`src/hw/rtl/mrc_pkg.sv`:
```
// Shared types, constants and a helper function for the majority-rule consensus counter.
`timescale 1ns / 1ps

package mrc_pkg;

   // Node slots carried through the datapath (upper bound of the node count)
   localparam int NODE_SLOTS = 8;
   localparam int ADJ_WIDTH  = 64;
   localparam int NCNT_WIDTH = 4;
   localparam int STEP_WIDTH = 8;
   localparam int CNT_WIDTH  = 9;
   localparam int DATA_WIDTH = 32;
   localparam int ADDR_WIDTH = 3;

   // Register reset values
   localparam logic [STEP_WIDTH-1:0] STEP_LIMIT_RESET = 8'd100;

   // Register indexes (decoded from the word address)
   localparam logic REG_NODE_COUNT = 1'b0;
   localparam logic REG_STEP_LIMIT = 1'b1;

   typedef logic [NODE_SLOTS-1:0] node_vec_type;
   typedef logic [CNT_WIDTH-1:0]  count_type;

   // One classified request handed from the front end to the engine
   typedef struct packed {
      node_vec_type [NODE_SLOTS-1:0]       masks;   // in-neighbor mask per node
      logic [NODE_SLOTS-1:0][NCNT_WIDTH-1:0] totals; // in-degree per node
      logic [NCNT_WIDTH-1:0]               n;       // nodes in use, 1..max
      node_vec_type                        all;     // all-ones over used nodes
      logic [STEP_WIDTH-1:0]               limit;   // step limit, at least 1
   } job_type;

   // Population count of one node vector
   function automatic logic [NCNT_WIDTH-1:0] ones_in(input node_vec_type v);
      logic [NCNT_WIDTH-1:0] c;
      c = '0;
      for (int b = 0; b < NODE_SLOTS; b++) begin
         c = c + {{(NCNT_WIDTH-1){1'b0}}, v[b]};
      end
      return c;
   endfunction

endpackage

```
`src/hw/rtl/mrc_fifo.sv`:
```
// Small register FIFO used for the job queue and the response queue.
`timescale 1ns / 1ps

module mrc_fifo #(
   parameter int WIDTH = 8,
   parameter int DEPTH = 2
) (
   input  logic             clock,
   input  logic             reset,
   input  logic             push,
   input  logic [WIDTH-1:0] push_data,
   output logic             full,
   input  logic             pop,
   output logic [WIDTH-1:0] pop_data,
   output logic             empty
);

   localparam int PTR_WIDTH = (DEPTH > 1) ? $clog2(DEPTH) : 1;
   localparam int LVL_WIDTH = $clog2(DEPTH + 1);

   logic [WIDTH-1:0]     mem_ff [DEPTH];
   logic [PTR_WIDTH-1:0] wr_ptr_ff, wr_ptr_in;
   logic [PTR_WIDTH-1:0] rd_ptr_ff, rd_ptr_in;
   logic [LVL_WIDTH-1:0] level_ff, level_in;
   logic                 do_push, do_pop;

   assign full     = (level_ff == LVL_WIDTH'(DEPTH));
   assign empty    = (level_ff == '0);
   assign do_push  = push && !full;
   assign do_pop   = pop && !empty;
   assign pop_data = mem_ff[rd_ptr_ff];

   // Pointer and fill level update
   always_comb begin
      wr_ptr_in = wr_ptr_ff;
      rd_ptr_in = rd_ptr_ff;
      level_in  = level_ff;
      if (do_push) begin
         wr_ptr_in = (wr_ptr_ff == PTR_WIDTH'(DEPTH - 1)) ? '0 : wr_ptr_ff + 1'b1;
      end
      if (do_pop) begin
         rd_ptr_in = (rd_ptr_ff == PTR_WIDTH'(DEPTH - 1)) ? '0 : rd_ptr_ff + 1'b1;
      end
      if (do_push && !do_pop) begin
         level_in = level_ff + 1'b1;
      end else if (do_pop && !do_push) begin
         level_in = level_ff - 1'b1;
      end
   end

   always_ff @(posedge clock) begin
      if (reset) begin
         wr_ptr_ff <= '0;
         rd_ptr_ff <= '0;
         level_ff  <= '0;
      end else begin
         wr_ptr_ff <= wr_ptr_in;
         rd_ptr_ff <= rd_ptr_in;
         level_ff  <= level_in;
      end
   end

   // Storage
   always_ff @(posedge clock) begin
      if (do_push) begin
         mem_ff[wr_ptr_ff] <= push_data;
      end
   end

endmodule

```
`src/hw/rtl/mrc_front.sv`:
```
// Front end: configuration registers and classification of each incoming graph.
`timescale 1ns / 1ps

module mrc_front #(
   parameter int MAX_NODES = 8
) (
   input  logic                                clock,
   input  logic                                reset,
   // configuration port
   input  logic                                psel,
   input  logic                                penable,
   input  logic                                pwrite,
   input  logic [mrc_pkg::ADDR_WIDTH-1:0]      paddr,
   input  logic [mrc_pkg::DATA_WIDTH-1:0]      pwdata,
   output logic [mrc_pkg::DATA_WIDTH-1:0]      prdata,
   // incoming graph
   input  logic [mrc_pkg::ADJ_WIDTH-1:0]       adjacency,
   output mrc_pkg::job_type                    job
);

   logic [mrc_pkg::NCNT_WIDTH-1:0] node_count_ff, node_count_in;
   logic [mrc_pkg::STEP_WIDTH-1:0] step_limit_ff, step_limit_in;
   logic                           reg_write;
   logic                           reg_sel;
   logic [mrc_pkg::NCNT_WIDTH-1:0] n_eff;
   mrc_pkg::node_vec_type          used;

   assign reg_write = psel && penable && pwrite;
   assign reg_sel   = paddr[2];

   // Register writes
   always_comb begin
      node_count_in = node_count_ff;
      step_limit_in = step_limit_ff;
      if (reg_write) begin
         case (reg_sel)
            mrc_pkg::REG_NODE_COUNT: node_count_in = pwdata[mrc_pkg::NCNT_WIDTH-1:0];
            mrc_pkg::REG_STEP_LIMIT: step_limit_in = pwdata[mrc_pkg::STEP_WIDTH-1:0];
            default: ;
         endcase
      end
   end

   always_ff @(posedge clock) begin
      if (reset) begin
         node_count_ff <= mrc_pkg::NCNT_WIDTH'(MAX_NODES);
         step_limit_ff <= mrc_pkg::STEP_LIMIT_RESET;
      end else begin
         node_count_ff <= node_count_in;
         step_limit_ff <= step_limit_in;
      end
   end

   // Register readback
   always_comb begin
      case (reg_sel)
         mrc_pkg::REG_NODE_COUNT:
            prdata = {{(mrc_pkg::DATA_WIDTH-mrc_pkg::NCNT_WIDTH){1'b0}}, node_count_ff};
         mrc_pkg::REG_STEP_LIMIT:
            prdata = {{(mrc_pkg::DATA_WIDTH-mrc_pkg::STEP_WIDTH){1'b0}}, step_limit_ff};
         default: prdata = '0;
      endcase
   end

   // Clamp node count to 1..MAX_NODES
   always_comb begin
      if (node_count_ff == '0) begin
         n_eff = mrc_pkg::NCNT_WIDTH'(1);
      end else if (node_count_ff > mrc_pkg::NCNT_WIDTH'(MAX_NODES)) begin
         n_eff = mrc_pkg::NCNT_WIDTH'(MAX_NODES);
      end else begin
         n_eff = node_count_ff;
      end
   end

   // Mask of nodes in use
   always_comb begin
      for (int i = 0; i < mrc_pkg::NODE_SLOTS; i++) begin
         used[i] = (mrc_pkg::NCNT_WIDTH'(i) < n_eff);
      end
   end

   // In-neighbor masks: edge src->dst sits at bit src*MAX_NODES+dst
   for (genvar gi = 0; gi < mrc_pkg::NODE_SLOTS; gi++) begin : g_dst
      for (genvar gj = 0; gj < mrc_pkg::NODE_SLOTS; gj++) begin : g_src
         localparam int POS = (gj * MAX_NODES + gi) % mrc_pkg::ADJ_WIDTH;
         assign job.masks[gi][gj] = adjacency[POS] && used[gi] && used[gj];
      end
      assign job.totals[gi] = mrc_pkg::ones_in(job.masks[gi]);
   end

   assign job.n     = n_eff;
   assign job.all   = used;
   assign job.limit = (step_limit_ff == '0) ? mrc_pkg::STEP_WIDTH'(1) : step_limit_ff;

endmodule

```
`src/hw/rtl/mrc_engine.sv`:
```
// Back end: walks every start state, iterates majority updates and counts consensus runs.
`timescale 1ns / 1ps

module mrc_engine (
   input  logic                 clock,
   input  logic                 reset,
   input  mrc_pkg::job_type     job,
   input  logic                 job_empty,
   output logic                 job_pop,
   input  logic                 rsp_full,
   output logic                 rsp_push,
   output mrc_pkg::count_type   rsp_count
);

   typedef enum logic [1:0] {
      ST_IDLE,
      ST_RUN,
      ST_DONE
   } state_type;

   state_type                      state_ff, state_in;
   mrc_pkg::job_type               job_ff, job_in;
   mrc_pkg::node_vec_type          cur_ff, cur_in;
   mrc_pkg::node_vec_type          init_ff, init_in;
   logic [mrc_pkg::STEP_WIDTH-1:0] step_ff, step_in;
   mrc_pkg::count_type             count_ff, count_in;

   mrc_pkg::node_vec_type          nxt;
   logic                           run_done;
   logic                           major;
   logic                           hit;
   logic [mrc_pkg::NCNT_WIDTH:0]   init_twice;

   // One synchronous update of all nodes
   always_comb begin
      logic [mrc_pkg::NCNT_WIDTH:0] twice;
      logic [mrc_pkg::NCNT_WIDTH:0] total;
      for (int i = 0; i < mrc_pkg::NODE_SLOTS; i++) begin
         twice = {mrc_pkg::ones_in(job_ff.masks[i] & cur_ff), 1'b0};
         total = {1'b0, job_ff.totals[i]};
         nxt[i] = cur_ff[i];
         if (total != '0) begin
            if (twice > total) begin
               nxt[i] = 1'b1;
            end else if (twice < total) begin
               nxt[i] = 1'b0;
            end
         end
      end
   end

   // Initial majority, node 0 breaks a tie
   assign init_twice = {mrc_pkg::ones_in(init_ff), 1'b0};
   always_comb begin
      if (init_twice > {1'b0, job_ff.n}) begin
         major = 1'b1;
      end else if (init_twice < {1'b0, job_ff.n}) begin
         major = 1'b0;
      end else begin
         major = init_ff[0];
      end
   end

   assign run_done = (nxt == cur_ff) || (step_ff == job_ff.limit - 1'b1);
   assign hit      = major ? (nxt == job_ff.all) : (nxt == '0);

   // Sequencer
   always_comb begin
      state_in = state_ff;
      job_in   = job_ff;
      cur_in   = cur_ff;
      init_in  = init_ff;
      step_in  = step_ff;
      count_in = count_ff;
      job_pop  = 1'b0;
      rsp_push = 1'b0;
      case (state_ff)
         ST_IDLE: begin
            if (!job_empty) begin
               job_pop  = 1'b1;
               job_in   = job;
               cur_in   = '0;
               init_in  = '0;
               step_in  = '0;
               count_in = '0;
               state_in = ST_RUN;
            end
         end
         ST_RUN: begin
            if (run_done) begin
               count_in = count_ff + mrc_pkg::CNT_WIDTH'(hit);
               step_in  = '0;
               if (init_ff == job_ff.all) begin
                  state_in = ST_DONE;
               end else begin
                  init_in = init_ff + 1'b1;
                  cur_in  = init_ff + 1'b1;
               end
            end else begin
               cur_in  = nxt;
               step_in = step_ff + 1'b1;
            end
         end
         ST_DONE: begin
            if (!rsp_full) begin
               rsp_push = 1'b1;
               state_in = ST_IDLE;
            end
         end
         default: state_in = ST_IDLE;
      endcase
   end

   assign rsp_count = count_ff;

   always_ff @(posedge clock) begin
      if (reset) begin
         state_ff <= ST_IDLE;
      end else begin
         state_ff <= state_in;
      end
      job_ff   <= job_in;
      cur_ff   <= cur_in;
      init_ff  <= init_in;
      step_ff  <= step_in;
      count_ff <= count_in;
   end

   // Step counter never reaches the limit inside a run
   a_step_below_limit: assert property (@(posedge clock) disable iff (reset)
      (state_ff == ST_RUN) |-> (step_ff < job_ff.limit))
      else $error("step counter at or above step limit");

   // Unused nodes stay zero during a run
   a_unused_nodes_zero: assert property (@(posedge clock) disable iff (reset)
      (state_ff == ST_RUN) |-> ((cur_ff & ~job_ff.all) == '0))
      else $error("unused node took a nonzero value");

   // Count never exceeds the number of start states
   a_count_bounded: assert property (@(posedge clock) disable iff (reset)
      rsp_push |-> (count_ff <= ({1'b0, job_ff.all} + 1'b1)))
      else $error("consensus count exceeds start states");

   // A new job is taken only when idle
   a_pop_when_idle: assert property (@(posedge clock) disable iff (reset)
      job_pop |=> (state_ff == ST_RUN))
      else $error("job popped without starting a run");

endmodule

```
`src/hw/rtl/majority_rule_consensus_counter.sv`:
```
// Majority-rule consensus counter: top level tying front end, job queue, engine and response queue.
// The engine handles one request at a time: it walks all 2^n start states, each run ending
// when the state settles or the step limit is reached, and takes the next job only after
// its count is queued. One update of all nodes per cycle while a run is in progress.
// Two-entry job and response queues decouple front end and engine.
// Synchronous active-high reset clears control state; node_count resets to MAX_NODES,
// step_limit to 100.
`timescale 1ns / 1ps

module majority_rule_consensus_counter #(
   parameter int MAX_NODES = 8
) (
   input  logic                           clock,
   input  logic                           reset,
   // request channel
   input  logic                           push,
   output logic                           full,
   input  logic [mrc_pkg::ADJ_WIDTH-1:0]  req_adjacency,
   // response channel
   output logic                           empty,
   input  logic                           pop,
   output logic [mrc_pkg::CNT_WIDTH-1:0]  rsp_converging_count,
   // configuration port
   input  logic                           psel,
   input  logic                           penable,
   input  logic                           pwrite,
   input  logic [mrc_pkg::ADDR_WIDTH-1:0] paddr,
   input  logic [mrc_pkg::DATA_WIDTH-1:0] pwdata,
   output logic [mrc_pkg::DATA_WIDTH-1:0] prdata,
   output logic                           pready
);

   localparam int JOB_WIDTH = $bits(mrc_pkg::job_type);

   mrc_pkg::job_type   front_job;
   mrc_pkg::job_type   queued_job;
   logic               job_empty;
   logic               job_pop;
   logic               rsp_full;
   logic               rsp_push;
   mrc_pkg::count_type rsp_count;

   assign pready = 1'b1;

   // Configuration and request classification
   mrc_front #(
      .MAX_NODES (MAX_NODES)
   ) u_front (
      .clock     (clock),
      .reset     (reset),
      .psel      (psel),
      .penable   (penable),
      .pwrite    (pwrite),
      .paddr     (paddr),
      .pwdata    (pwdata),
      .prdata    (prdata),
      .adjacency (req_adjacency),
      .job       (front_job)
   );

   // Job queue between front end and engine
   mrc_fifo #(
      .WIDTH (JOB_WIDTH),
      .DEPTH (2)
   ) u_job_queue (
      .clock     (clock),
      .reset     (reset),
      .push      (push),
      .push_data (front_job),
      .full      (full),
      .pop       (job_pop),
      .pop_data  (queued_job),
      .empty     (job_empty)
   );

   // Consensus engine
   mrc_engine u_engine (
      .clock     (clock),
      .reset     (reset),
      .job       (queued_job),
      .job_empty (job_empty),
      .job_pop   (job_pop),
      .rsp_full  (rsp_full),
      .rsp_push  (rsp_push),
      .rsp_count (rsp_count)
   );

   // Response queue
   mrc_fifo #(
      .WIDTH (mrc_pkg::CNT_WIDTH),
      .DEPTH (2)
   ) u_rsp_queue (
      .clock     (clock),
      .reset     (reset),
      .push      (rsp_push),
      .push_data (rsp_count),
      .full      (rsp_full),
      .pop       (pop),
      .pop_data  (rsp_converging_count),
      .empty     (empty)
   );

endmodule

```
`config.mk`:
```
export PLATFORM = sky130hd
export DESIGN_NAME = majority_rule_consensus_counter
export DESIGN_NICKNAME = d
export VERILOG_FILES = /design/src/hw/rtl/mrc_pkg.sv /design/src/hw/rtl/mrc_fifo.sv /design/src/hw/rtl/mrc_front.sv /design/src/hw/rtl/mrc_engine.sv /design/src/hw/rtl/majority_rule_consensus_counter.sv
export SDC_FILE = /design/constraint.sdc
export NUM_CORES = 1
export LEC_CHECK = 0
export BUFFER_PORTS_ARGS = -buffer_cell sky130_fd_sc_hd__buf_2
export CORE_MARGIN = 8
export CORE_UTILIZATION = 61
export CTS_CLUSTER_DIAMETER = 60
export DETAILED_ROUTE_END_ITERATION = 10
export HOLD_SLACK_MARGIN = 0.08
export PLACE_DENSITY = 0.77
export SLEW_MARGIN = 20
export SYNTH_ARGS = -nofsm -noshare
export SYNTH_HDL_FRONTEND = slang
export SYNTH_SLANG_ARGS = --single-unit
```
`constraint.sdc`:
```
create_clock -name clock -period 7.72 [get_ports clock]
set_clock_uncertainty 0.05 [all_clocks]
set_input_delay 1.158 -clock clock [delete_from_list [all_inputs] [get_ports clock]]
set_output_delay 1.158 -clock clock [all_outputs]
set_load 0.005 [all_outputs]
```
==> results.txt, run 1 <==
- Input and output buffers added on the ports amount to 98.
* Class of the tightest hold or removal check: reg -> reg
- Overall global routing resource usage: 20.3%
- The area growth from synthesis to layout is 10.6%.
- Of the total power, the share spent switching nets is 37.2%.
- Summed over all layers, the routed wires come to 40400 µm.
- Crit-path leading delay family: adder cells
- TritonCTS built the clock tree.
* Final hold violations: 0
- Setup violators final: 0
* # clock sinks: 419
- Arithmetic-cell share of the synthesized area counting full adders, half adders and majority gates: 11.7%
- The number of max-slew violations in the final report came to 0.
- Level count of the clock H-tree: 2
* Asr flop ratio synth: 0%
* 1st-pass router iterations: 5
- Counting the buffers created by CTS gives 44.
- Summed over its instances, the top area cell type makes up 57.6% of the synthesized netlist area.
- STA classifies the critical path endpoint as a flop.
- Sequential cells were found to cover 59.8% of the synthesized design area.
* Number of antenna violations at the first check in global routing: 3
* Critical path data arrival time: 6970 ps
- The share of total power dissipated in combinational logic is 41.5%.
- Post-CTS sizing: 0
- The longest clock path from root to sink contains 3 buffers.
- The final layout contains 1884 nets.
- Vias: 11700
- In this run, synthesis produced a sequential element count of 419.
- Hold buffer count at cts: 0
* Maximum resistive drop on vdd: 0.283 mV
- Worst setup timing slack at the placement stage: 998 ps
- Parity-gate share of the synthesized area counting xor and xnor cells: 2.92%
* Main combinational cell family by area after synthesis: adder cells
- After clock tree synthesis, the setup repair step added 0 buffers.
- Leading cell types by total area after synthesis: sky130_fd_sc_hd__edfxtp_1 (58%), sky130_fd_sc_hd__mux2_2 (7.0%), sky130_fd_sc_hd__fa_1 (6.6%)
* WP buf/inv: 4
- RSZ-0062 raised after global routing: false
* Cell taking the most area after synthesis: sky130_fd_sc_hd__edfxtp_1
- Netlist area before placement: 20700 µm²
* Power share of the clock group: 20.0%
- In this run, distinct cell masters in the synthesized netlist total 57.
* Post-Syn Instances: 1525
- Cells along the critical path: and2_1 -> ha_1 -> inv_1 -> fa_1 -> fa_1 -> inv_1 -> fa_1 -> inv_1 -> fa_1 -> inv_1 -> ha_1 -> a21o_1 -> a21oi_1 -> o21ai_0 -> a221oi_1 -> and2_1 -> a21oi_1 -> a21oi_1
- The clock reaches the later pin of the worst-skew pair after 540 ps.
- Final weighted congestion of routability-driven global placement: 0.864
- Once the floorplan was initialized, standard cells occupied 61.8% of the core.
* Compound-gate portion of the synthesized area: 4.19%
* Multiplexer area fraction after synthesis: 7.27%
- The first global-routing pass estimated 63600 µm of wire.
- Peak fanout along the critical path: 11
* Number of DRC violations after detailed routing: 0
- The floorplan step defined a die boundary enclosing 40000 µm².
* Switching power: 3670 µW
- Y dimension of the die: 200 µm
- The number of global-route vias before repair came to 12200.
- The Yosys step of the flow raised 0 warnings.
- The final critical path takes up 89.0% of the cycle.
- # diodes: 0
* CP Class: reg -> reg
- Per-cell routed wire length: 19.2 µm
- Final TNS setup: 0 ps
- Summing the areas of all and, or, nand and nor instances in the mapped netlist gives 8.71% of the synthesized area.
- Once detail routing completed, the nets flagged for antenna violations numbered 0.
- Global routing finished with a remaining overflow of 0.
- The largest single stage delay on the critical path is 730 ps.
- The run finished with clean final reports.
- Lkg Pwr: 0.00905 µW
- STA classifies the critical path startpoint as a flop.
* Minimum period implied by the final worst setup slack: 6870 ps
- The floorplan step set the die width to 200 µm.
- Row generation in the floorplan step produced 67 rows.
- Root Driver: sky130_fd_sc_hd__clkbuf_16
- Entering global routing, the biggest net connects 68 pins.
* Worst Max-Slew Pin Slew: 971 ps
* Number of primary I/O pins: 150
- After detailed routing, the number of vias per cell comes to 5.56.
* Commonest register cell after synthesis: sky130_fd_sc_hd__edfxtp_1
- The largest individual stage delay along the critical path comes from the cell sky130_fd_sc_hd__a221oi_1.
- Based on the critical path, the design can be clocked at up to 146 MHz.
- The first routing iteration left 677 violations.
- Max-Slew Margin vs Limit: 35.3%
* Final HPWL DP: 27300 µm
- Final worst-path setup slack: 853 ps
- The synthesized design contains 396 enable-type register cells.
- Layout cells sized above 1: 18.6%
- The region available for standard cell placement spans 33400 µm².
- Power per Cell Area: 431 nW/µm²
- STA puts the critical path data required time at 7820 ps.
- Internal power comes to 6180 µW.
* MaxCap Viol Count: 0
- Part of the power in registers: 38.5%
* Mean cell area of the mapped netlist: 13.5 µm²
- Clock transition time at the flip-flop clock pins of the worst setup and hold paths: 60 ps
Yosys cell counts, types with 18 or more instances:
cell type and number:
sky130_fd_sc_hd__edfxtp_1 396, sky130_fd_sc_hd__nand3_1 35, sky130_fd_sc_hd__nor2_1 45, sky130_fd_sc_hd__xor2_1 28
sky130_fd_sc_hd__buf_4 27, sky130_fd_sc_hd__inv_1 189, sky130_fd_sc_hd__nor2b_1 18, sky130_fd_sc_hd__nand2_1 105
sky130_fd_sc_hd__and2_1 71, sky130_fd_sc_hd__xnor2_1 41, sky130_fd_sc_hd__a21oi_1 40, sky130_fd_sc_hd__clkbuf_1 45
sky130_fd_sc_hd__nor3_1 19, sky130_fd_sc_hd__o21ai_0 27, sky130_fd_sc_hd__fa_1 68, sky130_fd_sc_hd__mux2_2 128
sky130_fd_sc_hd__a21o_1 21, sky130_fd_sc_hd__dfxtp_1 23, sky130_fd_sc_hd__ha_1 84
kinds of logic after synthesis:
logic type,after synthesis
adders and majority gates,152
xor gates and xnor gates,69
other,2
AOI/OAI and AO/OA,131
and+or+nand+nor,350
buffers and inverters,268
muxes,134
DFF,419
cells in the final DEF, fill, tap and decap left out, types with 28 or more instances in the layout:
cell and count:
sky130_fd_sc_hd__a21oi_1 40, sky130_fd_sc_hd__and2_1 71, sky130_fd_sc_hd__buf_2 98, sky130_fd_sc_hd__clkbuf_16 45, sky130_fd_sc_hd__edfxtp_1 396, sky130_fd_sc_hd__fa_1 68
sky130_fd_sc_hd__ha_1 84, sky130_fd_sc_hd__inv_1 188, sky130_fd_sc_hd__mux2_2 128, sky130_fd_sc_hd__nand2_1 105, sky130_fd_sc_hd__nand3_1 35, sky130_fd_sc_hd__nor2_1 44
sky130_fd_sc_hd__xnor2_1 41, sky130_fd_sc_hd__xor2_1 28
routing by layer:
layer,GRT usage [%],share of wire [%],wire [µm],vias to the layer above
met5,0,0,0,-
met4,6.73,2.9,1180,0
met3,2.78,5.2,2120,79
met2,35.8,51,20500,346
met1,25.7,41,16600,5807
li1,-,-,-,5491
metrics by stage:
step / std cells / hold WS (ps) / instance area [µm²] / utilization [%] / power [µW]
final: 2108 / 421 / 22800 / 68.3 / 9850
after global routing: 2108 / 459 / 22800 / 68.3 / 10500
after detailed placement: 2028 / 413 / 21500 / 64.3 / 7880
after floorplan: 1550 / 396 / 20800 / - / 6770
after CTS: 2108 / 421 / 22800 / 68.3 / 9870
after global placement: 2028 / 413 / 21500 / 64.3 / 7620
registers in the layout (all words and copies together) (netlist names), 4 cells and up, named ones only:
register,cells
u_rsp_queue.mem_ff,18
u_front.step_limit_ff,8
u_front.node_count_ff,4
u_engine.init_ff,8
u_engine.rsp_count,9
u_engine.job_ff,115
u_job_queue.mem_ff,230
u_engine.cur_ff,8
u_engine.step_ff,8
worst reg2reg max path, stage by stage (launching register included):
cell	delay, ps
sky130_fd_sc_hd__edfxtp_1	690
sky130_fd_sc_hd__and2_1	280
sky130_fd_sc_hd__ha_1	270
sky130_fd_sc_hd__inv_1	50
sky130_fd_sc_hd__fa_1	500
sky130_fd_sc_hd__fa_1	540
sky130_fd_sc_hd__inv_1	70
sky130_fd_sc_hd__fa_1	450
sky130_fd_sc_hd__inv_1	90
sky130_fd_sc_hd__fa_1	400
sky130_fd_sc_hd__inv_1	70
sky130_fd_sc_hd__ha_1	230
sky130_fd_sc_hd__a21o_1	160
sky130_fd_sc_hd__a21oi_1	330
sky130_fd_sc_hd__o21ai_0	210
sky130_fd_sc_hd__a221oi_1	730
sky130_fd_sc_hd__and2_1	470
sky130_fd_sc_hd__a21oi_1	180
sky130_fd_sc_hd__a21oi_1	720
area by class of cell:
type	instances	area, µm²
clock buffers	55	1170
repair buffers	109	573
inverters	189	712
multi-input cells	863	7300
well taps	448	561
clock inverters	25	169
fillers	2319	10600
flip-flops and latches	419	12400
worst paths after layout:
| kind | slack, ps | depth (start not counted) | endpoint | from |
|---|---|---|---|---|
| min reg2reg | 420 | 2 | u_front.step_limit_ff[0] | u_front.step_limit_ff[0] |
| min | 420 | 2 | u_front.step_limit_ff[0] | u_front.step_limit_ff[0] |
| max | 850 | 18 | u_engine.rsp_count[2] | u_engine.cur_ff[0] |
| max reg2reg | 850 | 18 | u_engine.rsp_count[2] | u_engine.cur_ff[0] |
power by group through the flow:
stage	sequential (µW)	combinational, µW	clock (µW)
4_1_cts	3790	4080	2000
5_1_grt	3850	4590	2080
6_report	3790	4090	1970
2_1_floorplan	3600	3170	0
3_3_place_gp	3800	3820	0
3_5_place_dp	3830	4040	0
No activity file was read; power rests on OpenSTA's default activity.
==> inputs of run 2 (changes only) <==
--- a/config.mk
+++ b/config.mk
@@ -7,11 +7,12 @@
 export LEC_CHECK = 0
 export BUFFER_PORTS_ARGS = -buffer_cell sky130_fd_sc_hd__buf_2
 export CORE_MARGIN = 8
-export CORE_UTILIZATION = 61
+export CORE_UTILIZATION = 68
+export CTS_BUF_LIST = sky130_fd_sc_hd__clkbuf_8
 export CTS_CLUSTER_DIAMETER = 60
 export DETAILED_ROUTE_END_ITERATION = 10
 export HOLD_SLACK_MARGIN = 0.08
-export PLACE_DENSITY = 0.77
+export PLACE_DENSITY = 0.84
 export SLEW_MARGIN = 20
 export SYNTH_ARGS = -nofsm -noshare
 export SYNTH_HDL_FRONTEND = slang
==> constraint.sdc (replaced) <==
create_clock -name clock -period 8.5 [get_ports clock]
set_clock_uncertainty 0.05 [all_clocks]
set_input_delay 1.275 -clock clock [delete_from_list [all_inputs] [get_ports clock]]
set_output_delay 1.275 -clock clock [all_outputs]
set_load 0.005 [all_outputs]
==> results.txt, run 2 (same netlist as run 1, synthesis figures left out) <==
* Outcome: finished, final reports clean
* Buffers inserted during post-CTS setup optimization: 0 (unchanged)
- Class of the tightest hold or removal check: reg -> reg
- Leaving out fill and tap cells, the most frequent cells in the layout are sky130_fd_sc_hd__edfxtp_1 (396), sky130_fd_sc_hd__inv_1 (202), sky130_fd_sc_hd__mux2_2 (128).
- MaxCap Viol Count: 0 (unchanged)
- Number of flip-flops in the largest register: 230 (unchanged)
- Wire length of the first global-routing pass: 63600 µm (unchanged)
- The final weighted congestion of routability-driven global placement is 0.874 (+1.2%).
- The number of global-route vias before repair is 12500 (+2.6%).
- The highest fanout seen on the critical path came to 11 (unchanged).
- The number of diodes added for antenna fixing is 0 (unchanged).
- Setup repair after global routing left no endpoint under its margin.
- Post-CTS sizing: 0 (unchanged)
- Overall global routing resource usage: 22.4% (+2.0 points)
- The highest ir drop seen on vdd was 0.230 mV (-19%).
* Per-cell routed wire length: 19.3 µm (+0.77%)
* Minimum period implied by the final worst setup slack: 6840 ps (-25.2 ps)
- The final count of hold timing violations came to 0 (unchanged).
- The first-pass iteration count of the detailed router was 5 (unchanged).
- The total core area is 30300 µm² (-9.5%).
- Number of buffers inserted during clock tree synthesis: 68 (+55%)
- Launching element type of the critical path: flop
- The number of buffers added to fix hold violations after cts came to 0 (unchanged).
- Worst Max-Slew Pin Slew: 1060 ps (+93.5 ps)
- WP data required: 8640 ps (+820 ps)
* # port buffers: 98 (unchanged)
- Die outline width: 190 µm (-4.9%)
- Level count of the clock H-tree: 3 (+1)
- Layout cells sized above 1: 19.9% (+1.3 points)
- Critical path data arrival time: 6980 ps (about the same)
* Period utilization: 80.5% (-8.5 points)
- The buffer depth of the longest clock path came to 3 (unchanged).
* Final Slew Violations: 0 (unchanged)
- The leftover overflow at the end of global routing came to 0 (unchanged).
* CP Class: reg -> reg
- The largest registers in the layout are u_job_queue.mem_ff: 230 flops, u_engine.job_ff: 115 flops, u_rsp_queue.mem_ff: 18 flops.
* Number of DRC violations after detailed routing: 0 (unchanged)
- The detailed-route vias per instance came to 5.69 (+2.3%).
* Lkg Pwr: 0.00909 µW (+0.42%)
* Number of antenna violations at the first check in global routing: 0 (-3)
- The routed wire length came to 40400 µm (-0.18%).
- Register with the most flip-flops: u_job_queue.mem_ff
* Largest net degree at the start of global routing: 84 (+24%)
- The setup-violating endpoint count in the final report came to 0 (unchanged).
* Worst-Skew Late Latency: 580 ps (+40 ps)
* # clock sinks: 419 (unchanged)
- Vias: 11900 (+1.3%)
- The floorplan die height came to 190 µm (-4.9%).
- DRC marker count from the first detailed-route iteration: 760 (+12%)
- The count of standard-cell rows came to 64 (-4.5%).
* Final HPWL DP: 27200 µm (-0.32%)
- Max-Slew Margin vs Limit: 28.9% (-6.4 points)
* Final TNS setup: 0 ps (unchanged)
- The initial standard-cell utilization of the core is 68.3% (+6.5 points).
- Root Driver: sky130_fd_sc_hd__clkbuf_8
- Power per Cell Area: 389 nW/µm² (-9.8%)
- Final total power: 8830 µW (-10%)
- The highest clock frequency the design can meet was 146 MHz (+0.37%).
- The area of the die is 36200 µm² (-9.5%).
- Leaving out fill and tap cells, the most frequent cell in the layout is sky130_fd_sc_hd__edfxtp_1.
- Number of primary I/O pins: 150 (unchanged)
* Critical Path Sink Type: flop
- The clock transition at the registers of the reported paths is 70 ps (about the same).
* Nets: 1906 (+1.2%)
* Number of nets with antenna violations after routing: 0 (unchanged)
- TritonCTS built the clock tree.
* Area Growth Syn to Fin: 9.91%
* Filler cell count in the final layout: 1846 (-20%)
-- run 2: cell types whose count changed in the layout (fill, tap and decap cells not counted), moves of 2 or more --
cell / before / now
sky130_fd_sc_hd__clkbuf_8: 1 / 72
sky130_fd_sc_hd__clkbuf_16: 45 / 0
sky130_fd_sc_hd__inv_1: 188 / 202
sky130_fd_sc_hd__clkbuf_1: 9 / 0
sky130_fd_sc_hd__buf_4: 11 / 8
sky130_fd_sc_hd__clkinv_8: 0 / 2
-- run 2: area by class of cell --
type,count,area [µm²],share of cell area [%]
Clock inverter,42,289,1.27
Sequential cell,419,12400,54.4
Inverter,189,712,3.13
Tap cell,396,495,2.18
Clock buffer,72,991,4.36
Multi-Input combinational cell,863,7300,32.2
Timing Repair Buffer,107,562,2.47
-- run 2: critical path: stages, from the launching register on --
cell and delay (ps):
sky130_fd_sc_hd__edfxtp_1 670, sky130_fd_sc_hd__and2_1 260, sky130_fd_sc_hd__ha_1 270, sky130_fd_sc_hd__inv_1 60, sky130_fd_sc_hd__fa_1 500, sky130_fd_sc_hd__fa_1 570
sky130_fd_sc_hd__inv_1 70, sky130_fd_sc_hd__fa_1 450, sky130_fd_sc_hd__inv_1 110, sky130_fd_sc_hd__fa_1 430, sky130_fd_sc_hd__inv_1 80, sky130_fd_sc_hd__ha_1 230
sky130_fd_sc_hd__a21o_1 170, sky130_fd_sc_hd__a21oi_1 310, sky130_fd_sc_hd__o21ai_0 150, sky130_fd_sc_hd__a221oi_1 640, sky130_fd_sc_hd__and2_1 480, sky130_fd_sc_hd__a21oi_1 200
sky130_fd_sc_hd__a21oi_1 760
-- run 2: path summary, 6_finish.rpt --
check,depth (start not counted),slack (ps),to,start
max reg2reg,18,1660,u_engine.rsp_count[0],u_engine.cur_ff[1]
min reg2reg,2,440,u_front.step_limit_ff[0],u_front.step_limit_ff[0]
max,18,1660,u_engine.rsp_count[0],u_engine.cur_ff[1]
min,2,440,u_front.step_limit_ff[0],u_front.step_limit_ff[0]
-- run 2: power breakdown --
group	internal (µW)	leakage (µW)	switching, µW
Combinational	1540	0.00450	2230
Clock	880	0.000705	773
Sequential	3040	0.00389	374
Total	5460	0.00909	3370
-- run 2: stage by stage --
stage / cells / instance area (µm²) / util [%] / setup WS [ps] / hold slack (ps)
after floorplan: 1550 / 20800 / - / 1720 / 396
after CTS: 2088 / 22700 / 75.0 / 1390 / 435
final: 2088 / 22700 / 75.0 / 1660 / 436
after detailed placement: 1974 / 21400 / 70.8 / 1440 / 427
after global routing: 2088 / 22700 / 75.0 / 1290 / 466
after global placement: 1974 / 21400 / 70.8 / 1670 / 413
-- run 2: layer usage --
layer  share of wire [%]  GRT usage (%)
met2                  51           38.6
met4                 3.4           9.61
met1                  39           27.2
met5                   0              0
met3                 6.2           4.33
